<file path="config.mk">
export PLATFORM = sky130hd
export DESIGN_NAME = chm_dp
export DESIGN_NICKNAME = d
export VERILOG_FILES = /design/src/hw/rtl/chm_pkg.sv /design/src/hw/rtl/chm_mod.sv /design/src/hw/rtl/chm_dp.sv
export SDC_FILE = /design/constraint.sdc
export NUM_CORES = 2
export LEC_CHECK = 0
export BUFFER_PORTS_ARGS = -buffer_cell sky130_fd_sc_hd__buf_2
export CORE_ASPECT_RATIO = 2
export CORE_MARGIN = 2
export CORE_UTILIZATION = 25
export CTS_BUF_LIST = sky130_fd_sc_hd__clkbuf_16
export DETAILED_ROUTE_END_ITERATION = 12
export PLACE_DENSITY_LB_ADDON = 0.2
export SLEW_MARGIN = 10
export SYNTH_ARGS = -nofsm -noshare
export SYNTH_HDL_FRONTEND = slang
export SYNTH_MEMORY_MAX_BITS = 65536
export SYNTH_SLANG_ARGS = --single-unit
</file>
<file path="constraint.sdc">
create_clock -name clk -period 12.6 [get_ports clk]
set_input_delay 1.26 -clock clk [delete_from_list [all_inputs] [get_ports clk]]
set_output_delay 1.26 -clock clk [all_outputs]
set_load 0.05 [all_outputs]
</file>
<file path="src/hw/rtl/chm_pkg.sv">
// chm_pkg: shared codes and controller/datapath interface types of the chained hash map
`default_nettype none

package chm_pkg;

    localparam int KEY_W  = 32;
    localparam int VAL_W  = 32;
    localparam int MODE_W = 2;

    localparam logic [MODE_W-1:0] MODE_INSERT = 2'd0;
    localparam logic [MODE_W-1:0] MODE_GET    = 2'd1;
    localparam logic [MODE_W-1:0] MODE_REMOVE = 2'd2;

    // commands from the controller to the datapath
    typedef struct packed {
        logic clr_step;    // clear one head and one used bit
        logic latch;       // capture the transaction, start hashing
        logic walk_load;   // take the bucket head as first chain node
        logic walk_step;   // move to the next chain node
        logic wr_value;    // overwrite the value of the matching node
        logic unlink;      // take the matching node out of its chain
        logic scan_start;  // begin free slot scan at slot zero
        logic scan_step;   // probe the next slot
        logic alloc;       // fill the free slot
        logic link;        // hook the new slot onto the chain tail
        logic res_hit;     // result: found, old value
        logic res_miss;    // result: nothing found
        logic res_full;    // result: pool full
    } cmd_t;

    // status from the datapath to the controller
    typedef struct packed {
        logic mod_rdy;
        logic mode_ins;
        logic mode_rem;
        logic mode_bad;
        logic head_none;
        logic cur_match;
        logic walk_end;
        logic pool_full;
        logic scan_free;
        logic clr_last;
    } sts_t;

endpackage

`default_nettype wire

</file>
<file path="src/hw/rtl/chm_mod.sv">
// chm_mod: bucket index unit, key remainder by the bucket count
`default_nettype none

module chm_mod #(
    parameter int BUCKETS = 16
) (
    input  wire logic                          clk,
    input  wire logic                          rst_n,
    input  wire logic                          start,
    input  wire logic [chm_pkg::KEY_W-1:0]     key,
    output logic [((BUCKETS > 1) ? $clog2(BUCKETS) : 1)-1:0] bucket,
    output logic                               rdy
);

    localparam int HW      = (BUCKETS > 1) ? $clog2(BUCKETS) : 1;
    localparam bit IS_POW2 = ((BUCKETS & (BUCKETS - 1)) == 0);

    logic [HW-1:0] rem_reg;
    logic          rdy_reg;

    generate
        if (IS_POW2) begin : g_pow2
            // power of two: the remainder is the low key bits
            always_ff @(posedge clk or negedge rst_n)
            begin
                if (!rst_n)
                begin
                    rdy_reg <= 1'b0;
                end
                else if (start)
                begin
                    rdy_reg <= 1'b1;
                end
            end

            always_ff @(posedge clk)
            begin
                if (start)
                begin
                    rem_reg <= key[HW-1:0] & HW'(BUCKETS - 1);
                end
            end
        end
        else
        begin : g_recip
            // fold the upper key half in with 2^16 mod BUCKETS, then reduce the
            // folded value by reciprocal multiplication; one step per cycle
            localparam int LO_W = chm_pkg::KEY_W / 2;
            localparam int Y_W  = 26;
            localparam int M_W  = 27;
            localparam int P_W  = Y_W + M_W;
            localparam logic [HW-1:0] FOLD = HW'((1 << LO_W) % BUCKETS);
            localparam longint RECIP_L = ((longint'(1) << (Y_W + HW)) +
                                          longint'(BUCKETS) - longint'(1)) /
                                         longint'(BUCKETS);
            localparam logic [M_W-1:0] RECIP = M_W'(RECIP_L);

            logic [Y_W-1:0] y_reg;
            logic [Y_W-1:0] q_reg;
            logic           run1_reg;
            logic           run2_reg;
            logic [Y_W-1:0] fold_sum;
            logic [P_W-1:0] prod;
            logic [Y_W-1:0] rem_full;

            assign fold_sum = Y_W'(key[chm_pkg::KEY_W-1:LO_W]) * Y_W'(FOLD) +
                              Y_W'(key[LO_W-1:0]);
            assign prod     = P_W'(y_reg) * P_W'(RECIP);
            assign rem_full = y_reg - q_reg * Y_W'(BUCKETS);

            always_ff @(posedge clk or negedge rst_n)
            begin
                if (!rst_n)
                begin
                    run1_reg <= 1'b0;
                    run2_reg <= 1'b0;
                    rdy_reg  <= 1'b0;
                end
                else
                begin
                    run1_reg <= start;
                    run2_reg <= run1_reg;
                    if (start)
                    begin
                        rdy_reg <= 1'b0;
                    end
                    else if (run2_reg)
                    begin
                        rdy_reg <= 1'b1;
                    end
                end
            end

            always_ff @(posedge clk)
            begin
                if (start)
                begin
                    y_reg <= fold_sum;
                end
                if (run1_reg)
                begin
                    q_reg <= Y_W'(prod >> (Y_W + HW));
                end
                if (run2_reg)
                begin
                    rem_reg <= rem_full[HW-1:0];
                end
            end
        end
    endgenerate

    assign bucket = rem_reg;
    assign rdy    = rdy_reg;

endmodule

`default_nettype wire

</file>
<file path="src/hw/rtl/chm_dp.sv">
// chm_dp: datapath of the chained hash map, bucket heads, slot pool and walk registers
`default_nettype none

module chm_dp #(
    parameter int BUCKETS = 16,
    parameter int ENTRIES = 64
) (
    input  wire logic                        clk,
    input  wire logic                        rst_n,
    input  wire chm_pkg::cmd_t               cmd,
    output chm_pkg::sts_t                    sts,
    input  wire logic [chm_pkg::MODE_W-1:0]  mode,
    input  wire logic [chm_pkg::KEY_W-1:0]   key,
    input  wire logic [chm_pkg::VAL_W-1:0]   payload,
    output logic                             done,
    output logic                             found,
    output logic [chm_pkg::VAL_W-1:0]        old_value,
    output logic                             full_res
);

    localparam int SW    = $clog2(ENTRIES + 1);
    localparam int IW    = (ENTRIES > 1) ? $clog2(ENTRIES) : 1;
    localparam int HW    = (BUCKETS > 1) ? $clog2(BUCKETS) : 1;
    localparam int CLR_N = (BUCKETS > ENTRIES) ? BUCKETS : ENTRIES;
    localparam int CW    = (CLR_N > 1) ? $clog2(CLR_N) : 1;
    localparam logic [SW-1:0] NONE = SW'(ENTRIES);

    // transaction registers
    logic [chm_pkg::MODE_W-1:0] mode_reg;
    logic [chm_pkg::KEY_W-1:0]  key_reg;
    logic [chm_pkg::VAL_W-1:0]  pay_reg;

    // walk and scan registers
    logic [SW-1:0] cur_reg;
    logic [SW-1:0] prev_reg;
    logic [SW-1:0] steps_reg;
    logic [IW-1:0] chk_reg;
    logic [SW-1:0] used_cnt_reg;
    logic [CW-1:0] clr_reg;

    // result registers
    logic                      done_reg;
    logic                      found_reg;
    logic [chm_pkg::VAL_W-1:0] old_reg;
    logic                      full_reg;

    // memories and their registered read data
    logic [SW-1:0]             head_mem [BUCKETS];
    logic                      used_mem [ENTRIES];
    logic [chm_pkg::KEY_W-1:0] key_mem  [ENTRIES];
    logic [chm_pkg::VAL_W-1:0] val_mem  [ENTRIES];
    logic [SW-1:0]             next_mem [ENTRIES];

    logic [SW-1:0]             rd_head_reg;
    logic                      rd_used_reg;
    logic [chm_pkg::KEY_W-1:0] rd_key_reg;
    logic [chm_pkg::VAL_W-1:0] rd_val_reg;
    logic [SW-1:0]             rd_next_reg;

    logic [HW-1:0] bkt;
    logic          mod_rdy;

    logic          clr_head_ok;
    logic          clr_used_ok;
    logic          prev_none;
    logic [IW-1:0] slot_raddr;

    logic          head_we;
    logic [HW-1:0] head_waddr;
    logic [SW-1:0] head_wdata;
    logic          used_we;
    logic [IW-1:0] used_waddr;
    logic          used_wdata;
    logic          next_we;
    logic [IW-1:0] next_waddr;
    logic [SW-1:0] next_wdata;
    logic          val_we;
    logic [IW-1:0] val_waddr;

    chm_mod #(
        .BUCKETS (BUCKETS)
    ) u_mod (
        .clk    (clk),
        .rst_n  (rst_n),
        .start  (cmd.latch),
        .key    (key),
        .bucket (bkt),
        .rdy    (mod_rdy)
    );

    assign clr_head_ok = ({1'b0, clr_reg} < (CW+1)'(BUCKETS));
    assign clr_used_ok = ({1'b0, clr_reg} < (CW+1)'(ENTRIES));
    assign prev_none   = (prev_reg >= NONE);

    // slot read address
    always_comb
    begin
        if (cmd.walk_load)
        begin
            slot_raddr = rd_head_reg[IW-1:0];
        end
        else if (cmd.walk_step)
        begin
            slot_raddr = rd_next_reg[IW-1:0];
        end
        else if (cmd.scan_start)
        begin
            slot_raddr = '0;
        end
        else if (cmd.scan_step)
        begin
            slot_raddr = chk_reg + IW'(1);
        end
        else
        begin
            slot_raddr = cur_reg[IW-1:0];
        end
    end

    // write port selection
    always_comb
    begin
        head_we    = 1'b0;
        head_waddr = bkt;
        head_wdata = NONE;
        used_we    = 1'b0;
        used_waddr = cur_reg[IW-1:0];
        used_wdata = 1'b0;
        next_we    = 1'b0;
        next_waddr = prev_reg[IW-1:0];
        next_wdata = NONE;
        val_we     = 1'b0;
        val_waddr  = cur_reg[IW-1:0];

        if (cmd.clr_step)
        begin
            head_we    = clr_head_ok;
            head_waddr = clr_reg[HW-1:0];
            used_we    = clr_used_ok;
            used_waddr = clr_reg[IW-1:0];
        end

        if (cmd.wr_value)
        begin
            val_we = 1'b1;
        end

        if (cmd.unlink)
        begin
            used_we    = 1'b1;
            head_we    = prev_none;
            head_wdata = rd_next_reg;
            next_we    = !prev_none;
            next_wdata = rd_next_reg;
        end

        if (cmd.alloc)
        begin
            used_we    = 1'b1;
            used_waddr = chk_reg;
            used_wdata = 1'b1;
            next_we    = 1'b1;
            next_waddr = chk_reg;
            val_we     = 1'b1;
            val_waddr  = chk_reg;
        end

        if (cmd.link)
        begin
            head_we    = prev_none;
            head_wdata = SW'(chk_reg);
            next_we    = !prev_none;
            next_wdata = SW'(chk_reg);
        end
    end

    always_ff @(posedge clk)
    begin
        if (head_we)
        begin
            head_mem[head_waddr] <= head_wdata;
        end
        rd_head_reg <= head_mem[bkt];
    end

    always_ff @(posedge clk)
    begin
        if (used_we)
        begin
            used_mem[used_waddr] <= used_wdata;
        end
        rd_used_reg <= used_mem[slot_raddr];
    end

    always_ff @(posedge clk)
    begin
        if (cmd.alloc)
        begin
            key_mem[chk_reg] <= key_reg;
        end
        rd_key_reg <= key_mem[slot_raddr];
    end

    always_ff @(posedge clk)
    begin
        if (val_we)
        begin
            val_mem[val_waddr] <= pay_reg;
        end
        rd_val_reg <= val_mem[slot_raddr];
    end

    always_ff @(posedge clk)
    begin
        if (next_we)
        begin
            next_mem[next_waddr] <= next_wdata;
        end
        rd_next_reg <= next_mem[slot_raddr];
    end

    // control registers
    always_ff @(posedge clk or negedge rst_n)
    begin
        if (!rst_n)
        begin
            clr_reg      <= '0;
            used_cnt_reg <= '0;
            done_reg     <= 1'b0;
        end
        else
        begin
            if (cmd.clr_step)
            begin
                clr_reg <= clr_reg + CW'(1);
            end
            if (cmd.alloc)
            begin
                used_cnt_reg <= used_cnt_reg + SW'(1);
            end
            else if (cmd.unlink)
            begin
                used_cnt_reg <= used_cnt_reg - SW'(1);
            end
            done_reg <= cmd.res_hit | cmd.res_miss | cmd.res_full;
        end
    end

    // transaction, walk, scan and result registers
    always_ff @(posedge clk)
    begin
        if (cmd.latch)
        begin
            mode_reg <= mode;
            key_reg  <= key;
            pay_reg  <= payload;
        end
        if (cmd.walk_load)
        begin
            cur_reg   <= rd_head_reg;
            prev_reg  <= NONE;
            steps_reg <= '0;
        end
        else if (cmd.walk_step)
        begin
            prev_reg  <= cur_reg;
            cur_reg   <= rd_next_reg;
            steps_reg <= steps_reg + SW'(1);
        end
        if (cmd.scan_start)
        begin
            chk_reg <= '0;
        end
        else if (cmd.scan_step)
        begin
            chk_reg <= chk_reg + IW'(1);
        end
        if (cmd.res_hit)
        begin
            found_reg <= 1'b1;
            old_reg   <= rd_val_reg;
            full_reg  <= 1'b0;
        end
        else if (cmd.res_miss | cmd.res_full)
        begin
            found_reg <= 1'b0;
            old_reg   <= '0;
            full_reg  <= cmd.res_full;
        end
    end

    always_comb
    begin
        sts.mod_rdy   = mod_rdy;
        sts.mode_ins  = (mode_reg == chm_pkg::MODE_INSERT);
        sts.mode_rem  = (mode_reg == chm_pkg::MODE_REMOVE);
        sts.mode_bad  = (mode_reg != chm_pkg::MODE_INSERT) &&
                        (mode_reg != chm_pkg::MODE_GET) &&
                        (mode_reg != chm_pkg::MODE_REMOVE);
        sts.head_none = (rd_head_reg >= NONE);
        sts.cur_match = rd_used_reg && (rd_key_reg == key_reg);
        sts.walk_end  = (rd_next_reg >= NONE) || ((steps_reg + SW'(1)) == NONE);
        sts.pool_full = (used_cnt_reg == NONE);
        sts.scan_free = !rd_used_reg;
        sts.clr_last  = (clr_reg == CW'(CLR_N - 1));
    end

    assign done      = done_reg;
    assign found     = found_reg;
    assign old_value = old_reg;
    assign full_res  = full_reg;

    a_cnt_range: assert property (@(posedge clk) disable iff (!rst_n)
        used_cnt_reg <= NONE)
        else $error("used slot count above pool size");

    a_link_after_alloc: assert property (@(posedge clk) disable iff (!rst_n)
        cmd.link |-> $past(cmd.alloc))
        else $error("chain link without slot allocation");

    a_done_pulse: assert property (@(posedge clk) disable iff (!rst_n)
        done_reg |=> !done_reg)
        else $error("result strobe longer than one cycle");

endmodule

`default_nettype wire

</file>
==> summary.md <==
| Metric | Value |
|---|---|
| Fillcell total | `78100` |
| Hold buffer count at cts | `0` |
| Top cells by area, synth | `edfxtp_1 74%, mux2i_1 4.5%, a31oi_1 3.7%` |
| Initial antenna violation count | `28` |
| Crit path max fanout | `7` |
| Worst path max stage delay | `0.92 ns` |
| Via/cell ratio | `5.05` |
| Crit path time final | `6.36 ns` |
| Register bit total from synthesis | `between 4000 and 5000` |
| Number of max-cap violations | `0` |
| Vias | `117000` |
| Crit start category | `flop` |
| Largest regs | `key_mem (2048), val_mem (2048), next_mem (448)` |
| Count of different cell masters after synthesis | `between 60 and 70` |
| Clock Skews | `approximately 0.20 ns` |
| Die width | `629 µm` |
| Routed Antenna Nets | `0` |
| CTS Buf Count | `471` |
| Highest metal used | `met5` |
| Asr flop ratio synth | `0.00304` |
| Placed insts | `22200` |
| Die area | `789000 µm²` |
| CTS tree | `done` |
| Worst VDD drop | `0.000162 V` |
| Layout cells sized above 1 | `0.128` |
| Synthesized area | `around 200000 µm²` |
| Row cnt | `459` |
| First-pass GRT wire length | `983000 µm` |
| Area leader, netlist | `edfxtp_1` |
| WP data arrival | `between 5 and 6 ns` |
| Seq/Total Area, Yosys | `0.753` |
| First-pass DRT Iterations | `6` |
| WP buf/inv | `2` |
| Synthesized area per cell | `about 16 µm²` |
| P per Cell Area | `183 nW/µm²` |
| Synth top area share | `0.741` |
| Relative slew slack | `0.114` |
| Final Max Tran Viols | `0` |
| Critical Path RT | `11.34 ns` |
| Gpl congestion | `~0.80` |
| DR DRC count | `0` |
| Area grow syn2layout | `14.9%` |
| Number of synthesized flops with an enable pin | `4825` |
| Post-CTS setup buffers | `0` |
| Crit. End Element | `output port` |
| I/O pin total | `126` |
| Initial core utilization | `0.251` |
| Non-Filler Instances | `between 20000 and 25000` |
| Worst-margin pin slew | `1.33 ns` |
| Global route total overflow | `0` |
| Setup repair after global routing missed its margin | `false` |
| Maximum clock frequency | `approximately 160 MHz` |
| CP cell instances | `xnor2_1, nand4_1, nor4_1, buf_4, nand4_1, nor4_1, buf_2` |
| CP max-delay cell | `xnor2_1` |
| Final worst-path cycle share | `0.505` |
| Status | `finished clean` |
| H-tree depth | `5` |
| Port bufs | `125` |
| Hold crit path type | `input pin to flop` |
| Clk_lat worst skew | `approximately 1.1 ns` |
| Count leader, synth | `edfxtp_1` |
| Post-DR wirelength/cell | `between 30 and 40 µm` |
| Starting DRT DRC Count | `9338` |
| Clk pin slew, worst setup/hold paths | `0.06 ns` |
| Met2 wire len | `a little over 400000 µm` |
| Final setup viols | `0` |
| Met3 wire length | `23900 µm` |
| Number of global-route vias before repair | `118000` |
| Drt total wl | `~720000 µm` |
| Tot GR Track Use | `0.176` |
| Main synth FF type | `edfxtp_1` |
| Yosys warnings | `0` |
| WL met1 | `248000 µm` |
| Sink Count | `4941` |
| Post-synth top cells | `4825 x edfxtp_1, 1159 x a31oi_1, 1124 x o21ai_0` |
| Syn Nets | `approximately 12000` |
| DP HPWL | `435000 µm` |
| Largest net degree at the start of global routing | `172` |
| Critical path type | `flop to output port` |
| Post_cts resized | `0` |
| Clk root buf | `clkbuf_16` |
| CP delay by family, top | `simple AND/OR/NAND/NOR gates` |
| Final #Nets | `12400` |
| Leakage | `70.6 nW` |
| Max Root-Sink Buffers | `5` |
| Synthesized instance count | `12400` |
| Setup TNS | `0 ns` |
| Die height | `1250 µm` |
| R2R Setup Slk | `6.45 ns` |
| Hold Vio Cnt, Final | `0` |
| Core Box Area | `780000 µm²` |
## power by group
group | switching (W) | total [W] | internal [W]
Combinational | 0.00566 | 0.00804 | 0.00238
Sequential | 0.000377 | 0.0190 | 0.0186
Clock | 0.00645 | 0.0140 | 0.00758
Total | 0.0125 | 0.0411 | 0.0286
## per-stage QoR
step	setup slack (ns)	power, W	hold WS [ns]	instance area [µm²]	utilization
4_1_cts	6.04	0.0416	0.193	225000	0.288
6_report	6.24	0.0411	0.300	225000	0.288
5_1_grt	6.13	0.0424	0.257	225000	0.288
3_5_place_dp	5.70	0.0275	0.440	210000	0.269
3_3_place_gp	5.66	0.0275	0.439	210000	0.269
2_1_floorplan	6.99	0.0239	0.433	195000	-
## routing by layer
metal / vias up / global-route usage
met5: - / 0
met1: 62200 / 0.179
li1: 50300 / -
met4: 14 / 0.0838
met2: 3018 / 0.353
met3: 1112 / 0.0170
## kinds of logic (layout without fill, tap and decap cells)
logic type / count (synthesis) / after routing / share of synthesized area
buffers and inverters: 1120 / 1448 / 0.0230
other: 0 / 9 / 0
AO/OA/AOI/OAI: 4133 / 4133 / 0.134
adder cells (fa/ha/maj): 10 / 10 / 0.000678
AND/OR/NAND/NOR: 908 / 908 / 0.0203
XOR/XNOR: 57 / 57 / 0.00255
multiplexers: 1208 / 1208 / 0.0660
flip-flops: 4941 / 4941 / 0.753
## final cells by class
cell class | instances | area, µm² | area share
Antenna cell | 9 | 22.5 | 0.000100
Multi-Input combinational cell | 6316 | 45100 | 0.201
Inverter | 16 | 60.1 | 0.000267
Tap cell | 10400 | 13000 | 0.0578
Clock buffer | 473 | 11800 | 0.0527
Clock inverter | 389 | 2830 | 0.0126
Timing Repair Buffer | 570 | 4450 | 0.0198
Sequential cell | 4941 | 147000 | 0.656
## cells in the final DEF (no fill, tap or decap), types with 71 or more instances in the layout
cell type,netlist,layout
a22oi_1,576,576
dfxtp_1,101,101
mux2_2,183,183
clkinv_2,0,98
nor2_4,0,128
o21ai_1,68,71
clkbuf_16,0,473
edfxtp_1,4825,4825
inv_1,16,123
buf_4,21,407
nand2_1,380,379
o22ai_1,289,289
a21oi_1,303,302
clkinv_1,0,108
o21ai_0,1124,1114
nor2_1,317,189
nor4_1,76,76
buf_2,156,123
mux2i_1,877,877
a31oi_1,1159,1159
o32ai_1,291,269
mux2_1,113,113
a221oi_1,289,288
## worst paths after layout
kind,startpoint,end,cells after the start
worst min register to register,u_mod.rdy,u_mod.rdy,1
worst min-delay path,payload[28],pay_reg[28],1
worst max-delay path,key_reg[6],sts[4],7
min in group asynchronous,rst_n,u_mod.rdy,1
max in group asynchronous,rst_n,clr_reg[2],1
worst max register to register,chk_reg[1],rd_key_reg[20],11
(Power assumes the default switching activity.)
