**config.mk**
```make
export PLATFORM = sky130hd
export DESIGN_NAME = chm_ctrl
export DESIGN_NICKNAME = d
export VERILOG_FILES = /design/src/hw/rtl/chm_pkg.sv /design/src/hw/rtl/chm_ctrl.sv
export SDC_FILE = /design/constraint.sdc
export NUM_CORES = 1
export LEC_CHECK = 0
export BUFFER_PORTS_ARGS = -buffer_cell sky130_fd_sc_hd__buf_2
export CAP_MARGIN = 20
export CORE_AREA = 8 8 45 47
export CTS_CLUSTER_DIAMETER = 60
export DETAILED_ROUTE_END_ITERATION = 7
export DIE_AREA = 0 0 53 55
export GPL_TIMING_DRIVEN = 0
export MAX_ROUTING_LAYER = met4
export PLACE_DENSITY = 0.67
export SYNTH_ARGS = -nofsm -noshare
export SYNTH_HDL_FRONTEND = slang
export SYNTH_SLANG_ARGS = --single-unit
```
**constraint.sdc**
```tcl
create_clock -name clk -period 1.6 [get_ports clk]
set_input_delay 0.16 -clock clk [delete_from_list [all_inputs] [get_ports clk]]
set_output_delay 0.16 -clock clk [all_outputs]
set_load 0.005 [all_outputs]
```
**src/hw/rtl/chm_pkg.sv**
```systemverilog
// chm_pkg: shared codes and controller/datapath interface types of the chained hash map
`default_nettype none

package chm_pkg;

    localparam int KEY_W  = 32;
    localparam int VAL_W  = 32;
    localparam int MODE_W = 2;

    localparam logic [MODE_W-1:0] MODE_INSERT = 2'd0;
    localparam logic [MODE_W-1:0] MODE_GET    = 2'd1;
    localparam logic [MODE_W-1:0] MODE_REMOVE = 2'd2;

    // commands from the controller to the datapath
    typedef struct packed {
        logic clr_step;    // clear one head and one used bit
        logic latch;       // capture the transaction, start hashing
        logic walk_load;   // take the bucket head as first chain node
        logic walk_step;   // move to the next chain node
        logic wr_value;    // overwrite the value of the matching node
        logic unlink;      // take the matching node out of its chain
        logic scan_start;  // begin free slot scan at slot zero
        logic scan_step;   // probe the next slot
        logic alloc;       // fill the free slot
        logic link;        // hook the new slot onto the chain tail
        logic res_hit;     // result: found, old value
        logic res_miss;    // result: nothing found
        logic res_full;    // result: pool full
    } cmd_t;

    // status from the datapath to the controller
    typedef struct packed {
        logic mod_rdy;
        logic mode_ins;
        logic mode_rem;
        logic mode_bad;
        logic head_none;
        logic cur_match;
        logic walk_end;
        logic pool_full;
        logic scan_free;
        logic clr_last;
    } sts_t;

endpackage

`default_nettype wire

```
**src/hw/rtl/chm_ctrl.sv**
```systemverilog
// chm_ctrl: controller state machine of the chained hash map
`default_nettype none

module chm_ctrl (
    input  wire logic          clk,
    input  wire logic          rst_n,
    input  wire logic          start,
    input  wire chm_pkg::sts_t sts,
    output chm_pkg::cmd_t      cmd,
    output logic               busy
);

    typedef enum logic [2:0] {
        S_CLEAR,
        S_IDLE,
        S_HASH,
        S_HEAD,
        S_WALK,
        S_MISS,
        S_SCAN,
        S_ALLOC
    } state_t;

    state_t state_reg;
    state_t state_next;
    logic   busy_reg;
    logic   link_phase_reg;
    logic   link_phase_next;

    always_comb
    begin
        cmd             = '0;
        state_next      = state_reg;
        link_phase_next = 1'b0;

        case (state_reg)
            S_CLEAR:
            begin
                cmd.clr_step = 1'b1;
                if (sts.clr_last)
                begin
                    state_next = S_IDLE;
                end
            end
            S_IDLE:
            begin
                if (start)
                begin
                    cmd.latch  = 1'b1;
                    state_next = S_HASH;
                end
            end
            S_HASH:
            begin
                if (sts.mod_rdy)
                begin
                    if (sts.mode_bad)
                    begin
                        cmd.res_miss = 1'b1;
                        state_next   = S_IDLE;
                    end
                    else
                    begin
                        state_next = S_HEAD;
                    end
                end
            end
            S_HEAD:
            begin
                cmd.walk_load = 1'b1;
                state_next    = sts.head_none ? S_MISS : S_WALK;
            end
            S_WALK:
            begin
                if (sts.cur_match)
                begin
                    cmd.res_hit  = 1'b1;
                    cmd.wr_value = sts.mode_ins;
                    cmd.unlink   = sts.mode_rem;
                    state_next   = S_IDLE;
                end
                else
                begin
                    cmd.walk_step = 1'b1;
                    if (sts.walk_end)
                    begin
                        state_next = S_MISS;
                    end
                end
            end
            S_MISS:
            begin
                if (!sts.mode_ins)
                begin
                    cmd.res_miss = 1'b1;
                    state_next   = S_IDLE;
                end
                else if (sts.pool_full)
                begin
                    cmd.res_full = 1'b1;
                    state_next   = S_IDLE;
                end
                else
                begin
                    cmd.scan_start = 1'b1;
                    state_next     = S_SCAN;
                end
            end
            S_SCAN:
            begin
                if (sts.scan_free)
                begin
                    state_next = S_ALLOC;
                end
                else
                begin
                    cmd.scan_step = 1'b1;
                end
            end
            S_ALLOC:
            begin
                // the fill phase fills the slot, the link phase then links it
                if (!link_phase_reg)
                begin
                    cmd.alloc       = 1'b1;
                    link_phase_next = 1'b1;
                end
                else
                begin
                    cmd.link     = 1'b1;
                    cmd.res_miss = 1'b1;
                    state_next   = S_IDLE;
                end
            end
            default:
            begin
                state_next = S_IDLE;
            end
        endcase
    end

    always_ff @(posedge clk or negedge rst_n)
    begin
        if (!rst_n)
        begin
            state_reg      <= S_CLEAR;
            busy_reg       <= 1'b1;
            link_phase_reg <= 1'b0;
        end
        else
        begin
            state_reg      <= state_next;
            busy_reg       <= (state_next != S_IDLE);
            link_phase_reg <= link_phase_next;
        end
    end

    assign busy = busy_reg;

    a_accept_busy: assert property (@(posedge clk) disable iff (!rst_n)
        (start && !busy_reg) |=> busy_reg)
        else $error("accepted transaction did not raise busy");

    a_alloc_from_scan: assert property (@(posedge clk) disable iff (!rst_n)
        (state_reg == S_ALLOC && !link_phase_reg) |-> $past(state_reg == S_SCAN))
        else $error("slot allocation without free slot scan");

endmodule

`default_nettype wire
```
==> impl_results.md, run 1 <==
* Crit-path slowest cell: dfrtp_2
* Worst reg2reg startpoint: state_reg[0]
* Crit Path Category: reg -> out
* CP Data Arrival Time at 1360 ps
* MaxCap Viol Count at 0
* Largest family of logic cells by synthesized area: simple AND/OR/NAND/NOR gates
* Initial Utilization at 30.4%
* Seq/Total Area, Yosys at 30.1%
* Syn Std Cell Area at 420 um2
* HP Class: in -> reg
* Die Ht at 55 um
* Vias per cell at 4.82
* Initial antenna violation count at 0
* Setup crit start: state_reg[0]
* Critical Path Source Type: register
* Final nets at 98
* Via count at 482
* Setup TNS at 0 ps
* Core area at 0.00138 mm2
* Static leakage at 0.327 nW
* Longest Clk Path Bufs at 2
* Die ar. at 0.00292 mm2
* Layout area overhead at 52.7%
* Synth Area in Compound Gates at 17.0%
* RSZ-0062 raised after global routing: false
* Worst-Margin Slew at 270 ps
* First-pass GRT wire length at 1860 um
* Final Hold Viols at 0
* Clock insertion delay at the later pin of the skew report at 240 ps
* Pin count of the biggest net entering global routing at 11
* Min-delay src: sts[0]
* Layout cell share with drive strength beyond 1 at 52.4%
* Simple-gate portion of the synthesized area at 42.3%
* Rel. slew slack at 82.0%
* Routed WL per cell at 12.7 um
* CTS Buf Count at 3
* Max FFs per register at 3
* Avg Inst Size Synth at 8.41 um2
* Initial DRC count at 8
* ANT nets after route at 0
* Max frequency at 656 MHz
* Syn_nets at 63
* TritonRoute pass-1 iters at 4
* Antenna diodes at 0
* Clock skew at 2.06 ps
* Slew Viols, Final at 0
* Grt total ovfl at 0
* Chip width at 53 um
* CP cell instances: buf_4 -> o31ai_2 -> nand2_1 -> o21ai_0 -> buf_2
* Status: finished clean
* Synthesized instance count at 50
* Mux contribution to synthesized area at 2.68%
* FF+latch count, synth at 5
* Hpwl dp at 977 um
* Fin crit share at 95.3%
* Synth Area in Adders at 0%
* PortBufs at 26
* Crit end category: primary output
* Min Tclk post-route at 1520 ps
* CTS tree: done
* Vias in the first global route at 442
* # rows at 14
* GPL Wtd Cong at 0.852
* CTS root buf: clkbuf_4
* YS warnings at 0
* Clock Sinks at 5
* Crit-path max FO at 10
* Post-Synth XOR/XNOR Area at 0%
* # setup viols final at 0
* CP required at 1440 ps
* Overall routing resource usage at 8.64%
* Final WL at 1270 um
* Residual DRC count at 0
* H-tree levels at 1
* IO Pins at 27
* P per Cell Area at 1410 mW/mm2
* Worst path max stage delay at 420 ps
* Worst VDD drop at 0.815 mV
* Clock slew at reported path FFs at 40 ps
* Design Power at 0.906 mW
* Synth cell types at 27
metrics by stage:
step	setup WS [ps]	util (%)	std cells	instance area (um2)	hold slack, ps
2_1_floorplan	459	-	50	420	-136
3_3_place_gp	223	41.2	92	571	-25.8
3_5_place_dp	222	41.2	92	571	-19.8
4_1_cts	34.8	44.3	97	613	172
5_1_grt	7.88	46.4	100	642	192
6_report	75.6	46.4	100	642	181
layout by cell type (no fill, tap or decap), types with 2 or more instances in the layout:
cell type / count
buf_2: 26
dfrtp_2: 2
nor3b_1: 2
clkbuf_4: 3
a32oi_1: 2
nand3b_1: 2
nor3_1: 2
nor2_1: 4
buf_4: 7
nand2_1: 7
o211ai_1: 2
nand3_1: 2
and2_1: 2
dfrtp_1: 2
worst max-delay path: cells and delay by family (launching register included):
kind / cells / cell delay, ps
flip-flops: 1 / 420
buffers and inverters: 2 / 310
AO/OA/AOI/OAI: 2 / 310
AND/OR/NAND/NOR: 1 / 80
cell type report:
class | instances | area [um2]
Buffer | 4 | 30.0
Fill cell | 152 | 742
Timing Repair Buffer | 30 | 163
Sequential cell | 5 | 129
Multi-Input combinational cell | 40 | 270
Inverter | 1 | 3.75
Tap cell | 16 | 20.0
Clock buffer | 4 | 26.3
logic make-up after synthesis:
family,after synthesis
AND/OR/NAND/NOR,29
flip-flops,5
AO/OA/AOI/OAI,10
multiplexers,1
buffers and inverters,5
report_power, final:
| group | total, mW | internal [mW] | switching, mW |
|---|---|---|---|
| registers | 0.242 | 0.188 | 0.0535 |
| clock network | 0.140 | 0.0939 | 0.0465 |
| logic | 0.524 | 0.268 | 0.256 |
| total | 0.906 | 0.550 | 0.356 |
layer usage:
metal / global-route usage [%] / up-vias / routed length [um]
met5: - / - / 0
met3: 2.14 / 2 / 75
met1: 9.49 / 221 / 510
met4: 5.17 / 0 / 4
li1: - / 249 / -
met2: 13.9 / 10 / 682
final timing paths:
kind | depth (start not counted) | end | slack [ps]
min | 3 | state_reg[0] | 180
min in group asynchronous | 2 | state_reg[1] | 270
max | 5 | cmd[1] | 80
min reg2reg | 1 | link_phase_reg | 510
max reg2reg | 5 | busy | 220
max in group asynchronous | 2 | busy | 1120
synthesized netlist by cell type:
master / instances / area [um2]
nand2_1: 7 / 26.3
buf_4: 4 / 30.0
dfrtp_1: 4 / 100
nor2_1: 4 / 15.0
nor3b_1: 3 / 22.5
a32oi_1: 2 / 17.5
and2_1: 2 / 12.5
nand3_1: 2 / 10.0
nand3b_1: 2 / 15.0
nor3_1: 2 / 10.0
o211ai_1: 2 / 15.0
a211o_1: 1 / 8.76
a21oi_1: 1 / 5.00
a22oi_1: 1 / 7.51
and2b_1: 1 / 7.51
and3b_2: 1 / 10.0
and4_1: 1 / 8.76
and4bb_2: 1 / 12.5
dfstp_2: 1 / 26.3
inv_1: 1 / 3.75
mux2_1: 1 / 11.3
nand2b_1: 1 / 6.26
nor2b_1: 1 / 6.26
nor4b_2: 1 / 15.0
o21ai_0: 1 / 5.00
o21ai_1: 1 / 5.00
o31ai_1: 1 / 7.51
what timing repair did:
action                                 CTS  global route
buffers inserted                         0             3
hold buffers                             1             0
gates resized for setup                  2             2
pin swaps                                0             0
endpoints found under the hold margin    5             0
setup endpoints to repair                1             2
Power figures use the tool's default switching activity.
==> run 2, diff against run 1 <==
Settings changed: CORE_AREA 8 8 45 47 to 2 2 39 41, DIE_AREA 0 0 53 55 to 0 0 41 43.
==> run 2 against run 1 <==
Compared with the run above: first-iteration DRC count fell by 25%; sequential share of layout area up 0.39 points; total power is 1.7% lower; non-clock buffer count fell by 1; clock power is essentially flat; wire length fell by 9.5%; register-to-register slack hardly changed; largest cell class unchanged; critical path depth unchanged; design area decreased by 0.97%; fmax shrank 0.75%; setup slack worse by 11 ps.
==> impl_results.md, run 2 (synthesized netlist as in run 1, its figures left out) <==
* CTS tree: done
* Min Tclk post-route at 1540 ps (+11.5 ps)
* Static leakage at 0.320 nW (-2.0%)
* CTS Buf Count at 3 (unchanged)
* Area after DPL at 571 um2 (unchanged)
* Rel. slew slack at 82.6% (+0.64 points)
* TritonRoute pass-1 iters at 2 (-2)
* Status: finished clean
* Filler cells at 147 (-3.3%)
* Core area at 0.00138 mm2 (unchanged)
* Dpl cells at 92 (unchanged)
* Grt total ovfl at 0 (unchanged)
* CTS root buf: clkbuf_4
* Via count at 487 (+1.0%)
* CP required at 1440 ps (about the same)
* Most common cell after layout, fill and taps aside: buf_2
* Longest Clk Path Bufs at 2 (unchanged)
* HP Class: in -> reg
* Hpwl dp at 916 um (-6.2%)
* MaxCap Viol Count at 0 (unchanged)
* H-tree levels at 1 (unchanged)
* CP Data Arrival Time at 1380 ps (+20 ps)
* Layout area overhead at 51.2%
* Residual DRC count at 0 (unchanged)
* Slew Viols, Final at 0 (unchanged)
* ANT nets after route at 0 (unchanged)
* First-pass GRT wire length at 1730 um (-6.7%)
* Clock insertion delay at the later pin of the skew report at 230 ps (about the same)
* Die ar. at 0.00176 mm2 (-40%)
* Initial antenna violation count at 0 (unchanged)
* Max FFs per register at 3 (unchanged)
* Worst-Margin Slew at 260 ps (-9.62 ps)
* Chip width at 41 um (-23%)
* P per Cell Area at 1400 mW/mm2 (-0.73%)
* Crit end category: primary output
* RSZ-0062 raised after global routing: false
* Final WL at 1150 um (-9.5%)
* Clock skew at 0.773 ps (-1.29 ps)
* Antenna diodes at 0 (unchanged)
* IO Pins at 27 (unchanged)
* Commonest non-fill, non-tap cells in the layout: 26 x buf_2, 7 x nand2_1, 6 x buf_4
* GPL Wtd Cong at 0.720 (-16%)
* PortBufs at 26 (unchanged)
* Vias per cell at 4.92 (+2.1%)
* Initial Utilization at 30.4% (unchanged)
* Worst VDD drop at 0.728 mV (-11%)
* Max frequency at 651 MHz (-0.75%)
* Setup TNS at 0 ps (unchanged)
* Vias in the first global route at 429 (-2.9%)
* Final Hold Viols at 0 (unchanged)
* Clock slew at reported path FFs at 40 ps (about the same)
* Fin crit share at 96.0% (+0.72 points)
* Crit Path Category: reg -> out
* # setup viols final at 0 (unchanged)
* Die Ht at 43 um (-22%)
* Critical Path Source Type: register
* Pin count of the biggest net entering global routing at 11 (unchanged)
* Crit-path max FO at 10 (unchanged)
* # rows at 14 (unchanged)
* Routed WL per cell at 11.6 um (-8.6%)
* Layout cell share with drive strength beyond 1 at 53.0% (+0.63 points)
* Clock Sinks at 5 (unchanged)
* Initial DRC count at 6 (-2)
* Final nets at 97 (-1.0%)
* Non-filler cells in the finished layout at 99 (-1.0%)
* Overall routing resource usage at 14.4% (+5.8 points)
* Fin area at 636 um2 (-0.97%)
-- run 2: cell types whose count changed in the layout (fill, tap and decap cells not counted) --
cell	previous run	this run
buf_4	7	6
dfrtp_1	2	1
dfrtp_2	2	3
-- run 2: metal layers --
metal | GRT usage [%] | part of all wire, % | vias up
met2 | 21.9 | 54 | 9
met1 | 18.7 | 41 | 228
met3 | 1.57 | 4.4 | 2
met4 | 6.00 | 0.61 | 0
li1 | - | - | 248
met5 | - | 0 | -
-- run 2: final timing paths --
kind | end | from | depth (start not counted) | slack [ps]
max in group asynchronous | busy | rst_n | 2 | 1130
worst max register to register | busy | state_reg[0] | 5 | 220
worst max-delay path | cmd[1] | state_reg[0] | 5 | 60
worst min register to register | link_phase_reg | link_phase_reg | 1 | 500
worst min-delay path | state_reg[0] | sts[0] | 3 | 180
min in group asynchronous | link_phase_reg | rst_n | 2 | 270
-- run 2: per-stage QoR --
step	utilization (%)	worst slack [ps]	hold slack, ps	power [mW]
2_1_floorplan	-	459	-136	0.543
3_3_place_gp	41.2	220	-26.0	0.684
3_5_place_dp	41.2	209	-23.2	0.695
4_1_cts	43.9	3.41	171	0.846
5_1_grt	45.9	7.70	178	0.961
6_report	45.9	64.1	182	0.891
-- run 2: cell type report --
type,instances,area (um2),share of cell area [%]
Buffer,4,30.0,4.72
Clock buffer,4,26.3,4.13
Inverter,1,3.75,0.591
Multi-Input combinational cell,40,270,42.5
Sequential cell,5,130,20.5
Tap cell,16,20.0,3.15
Timing Repair Buffer,29,155,24.4
-- run 2: critical path, stage by stage (launching register included) --
cell     delay [ps]
dfrtp_2         440
buf_4           180
o31ai_2         240
nand2_1          80
o21ai_0          70
buf_2           130
-- run 2: power by group --
group	total [mW]	switching, mW	internal [mW]
Combinational	0.501	0.246	0.255
Sequential	0.251	0.0612	0.190
Clock	0.139	0.0447	0.0938
-- run 2: what timing repair did --
action / in CTS / in global routing
setup endpoints to repair: 1 / 3
pin swaps: 0 / 0
hold buffers: 1 / 0
resized for setup: 1 / 4
setup buffers: 0 / 2
hold endpoints to repair: 5 / 0
==> run 3, diff against run 2 <==
Settings changed: ABC_AREA set to 1, PLACE_DENSITY 0.67 to 0.71.
==> run 3 against run 2 <==
Compared with the run above: setup slack improved by 40 ps; clock skew is 2.5 ps higher; synthesized cell count grew 46%; wire length did not move; core utilization up 2.7 points; cell count increased by 21%; sequential cell count unchanged; area after synthesis grew 14%; non-clock buffer count down 3; critical path depth increased by 1; fmax grew 2.7%; critical path type unchanged; largest cell class unchanged.
==> impl_results.md, run 3 <==
* Status: finished clean
* TritonRoute pass-1 iters at 4 (+2)
* Yosys top cell by area: dfrtp_1
* Most common cell after layout, fill and taps aside: buf_2
* Post-synth top cells: 11 x inv_1, 11 x nand2_1, 9 x nor2_1
* IO Pins at 27 (unchanged)
* Via count at 567 (+16%)
* CP Data Arrival Time at 1340 ps (-40 ps)
* RSZ-0062 raised after global routing: false
* Final Hold Viols at 0 (unchanged)
* Synth Area in Adders at 0% (unchanged)
* Residual DRC count at 0 (unchanged)
* Vias in the first global route at 505 (+18%)
* Critical Path Source Type: register
* Synth cell types at 20 (-26%)
* FF+latch count, synth at 5 (unchanged)
* Top-area cell type share of the netlist area at 20.9% (-2.9 points)
* Clock slew at reported path FFs at 40 ps (about the same)
* Static leakage at 0.414 nW (+29%)
* ANT nets after route at 0 (unchanged)
* Overall routing resource usage at 16.4% (+2.0 points)
* Slew Viols, Final at 0 (unchanged)
* Ys flop type: dfrtp_1
* R2R setup slack at 440 ps (+220 ps)
* Number of enable flip-flop cells after synthesis at 0 (unchanged)
* Vias per cell at 4.73 (-3.9%)
* Die Ht at 43 um (unchanged)
* Seq/Total Area, Yosys at 26.4% (-3.6 points)
* Post CTS Setup Buffer Count at 0 (unchanged)
* Filler cells at 147 (unchanged)
* Avg Inst Size Synth at 6.55 um2 (-22%)
* Synthesized instance count at 73 (+46%)
* Layout cell share with drive strength beyond 1 at 50.0% (-3.0 points)
* Area after DPL at 628 um2 (+10%)
* MaxCap Viol Count at 0 (unchanged)
* Min-delay src: sts[0]
* GPL Wtd Cong at 0.776 (+7.9%)
* Grt total ovfl at 0 (unchanged)
* Die ar. at 0.00176 mm2 (unchanged)
* Worst-Margin Slew at 193 ps (-66.8 ps)
* Min Tclk post-route at 1500 ps (-39.9 ps)
* Syn_nets at 86 (+37%)
* Longest Clk Path Bufs at 2 (unchanged)
* CTS Buf Count at 3 (unchanged)
* CP required at 1440 ps (about the same)
* Clock insertion delay at the later pin of the skew report at 250 ps (+20 ps)
* Simple-gate portion of the synthesized area at 50.5% (+8.3 points)
* Design Power at 1.03 mW (+16%)
* Mux contribution to synthesized area at 0% (-2.7 points)
* Syn Std Cell Area at 478 um2 (+14%)
* H-tree levels at 1 (unchanged)
* R2R depth at 8 (+3)
* Initial DRC count at 12 (+6)
* Final Core Density at 48.6% (+2.7 points)
* CTS root buf: clkbuf_4
* Clock Sinks at 5 (unchanged)
* R2r endpoint: busy
* Worst VDD drop at 0.578 mV (-21%)
* Largest family of logic cells by synthesized area: simple AND/OR/NAND/NOR gates
* Layout area overhead at 40.8%
* Chip width at 41 um (unchanged)
* Core area at 0.00138 mm2 (unchanged)
* Post-Synth XOR/XNOR Area at 0% (unchanged)
* Ys async rst share at 100% (unchanged)
* Hpwl dp at 925 um (+0.93%)
* Clock skew at 3.25 ps (+2.47 ps)
* Final WL at 1150 um (unchanged)
* HP Class: in -> reg
* Final nets at 118 (+22%)
* Routed WL per cell at 9.59 um (-18%)
* YS warnings at 0 (unchanged)
* Hold Crit Depth at 3 (unchanged)
* Worst Hold End: state_reg[0]
* Crit Path Category: reg -> out
* Commonest non-fill, non-tap cells in the layout: 26 x buf_2, 11 x nand2_1, 11 x inv_1
* Crit end category: primary output
* Synth area leaders: dfrtp_1 21%, inv_1 8.6%, nand2_1 8.6%
* Initial Utilization at 34.5% (+4.2 points)
* First-pass GRT wire length at 1880 um (+8.8%)
* Final Hold Slack at 207 ps (+24.8 ps)
* Fin area at 673 um2 (+5.9%)
* CTS tree: done
* Crit-path max FO at 8 (-2)
* Max frequency at 668 MHz (+2.7%)
* Rel. slew slack at 87.0% (+4.4 points)
* Initial antenna violation count at 0 (unchanged)
* # setup viols final at 0 (unchanged)
* Synth Area in Compound Gates at 4.45% (-13 points)
* P per Cell Area at 1530 mW/mm2 (+9.3%)
* Pin count of the biggest net entering global routing at 11 (unchanged)
* Setup TNS at 0 ps (unchanged)
* Max FFs per register at 3 (unchanged)
* Fin crit share at 93.5% (-2.5 points)
* # rows at 14 (unchanged)
* Worst reg2reg startpoint: state_reg[2]
* Antenna diodes at 0 (unchanged)
* PortBufs at 26 (unchanged)
run 3: worst max path at each step:
| stage | startpoint | to | slack, ps | cells past startpoint |
|---|---|---|---|---|
| floorplan | state_reg[0] | cmd[8] | 480 | 5 |
| global placement | state_reg[0] | cmd[8] | 310 | 6 |
| detailed placement | state_reg[0] | cmd[8] | 290 | 6 |
| global route | state_reg[1] | cmd[8] | 1 | 7 |
| finish | state_reg[0] | cmd[8] | 100 | 6 |
| CTS | state_reg[0] | cmd[8] | 10 | 6 |
run 3: cell type report:
cell class                 count  area, um2  share of cell area, %
multi-input combinational     50        268                   39.8
timing repair buffer          27        140                   20.8
sequential                     5        128                   19.0
inverter                      15       61.3                   9.11
buffer                         3       30.0                   4.46
clock buffer                   4       26.3                   3.90
tap                           16       20.0                   2.97
run 3: layer usage:
layer	wire length (um)	up-vias	GRT usage (%)
met4	21	0	12.7
li1	-	294	-
met1	492	253	21.4
met5	0	-	-
met2	580	18	20.9
met3	56	2	3.66
run 3: critical path, stage by stage, from the launching register on:
cell,delay [ps]
dfrtp_2,460
inv_4,130
nand2_2,70
nor2_2,120
inv_1,90
nor3_2,100
buf_2,130
run 3: power by group:
group | switching (mW) | total, mW | internal [mW]
sequential | 0.0480 | 0.238 | 0.190
clock | 0.0538 | 0.148 | 0.0944
combinational | 0.392 | 0.645 | 0.253
run 3: repair_timing:
item	in CTS	in global routing
hold buffers	1	0
setup endpoints to repair	0	3
hold endpoints to repair	5	0
resized for setup	0	3
run 3: logic make-up (layout without fill, tap and decap cells):
kind of cell           after synthesis  in the layout
flip-flops                           5              5
AO/OA/AOI/OAI                        4              4
AND/OR/NAND/NOR                     46             46
buffers and inverters               18             49
run 3: stage by stage:
step | std cells | setup WS (ps)
floorplan | 73 | 481
CTS | 120 | 12.6
global route | 120 | 1.08
finish | 120 | 104
detailed placement | 115 | 292
global placement | 115 | 306
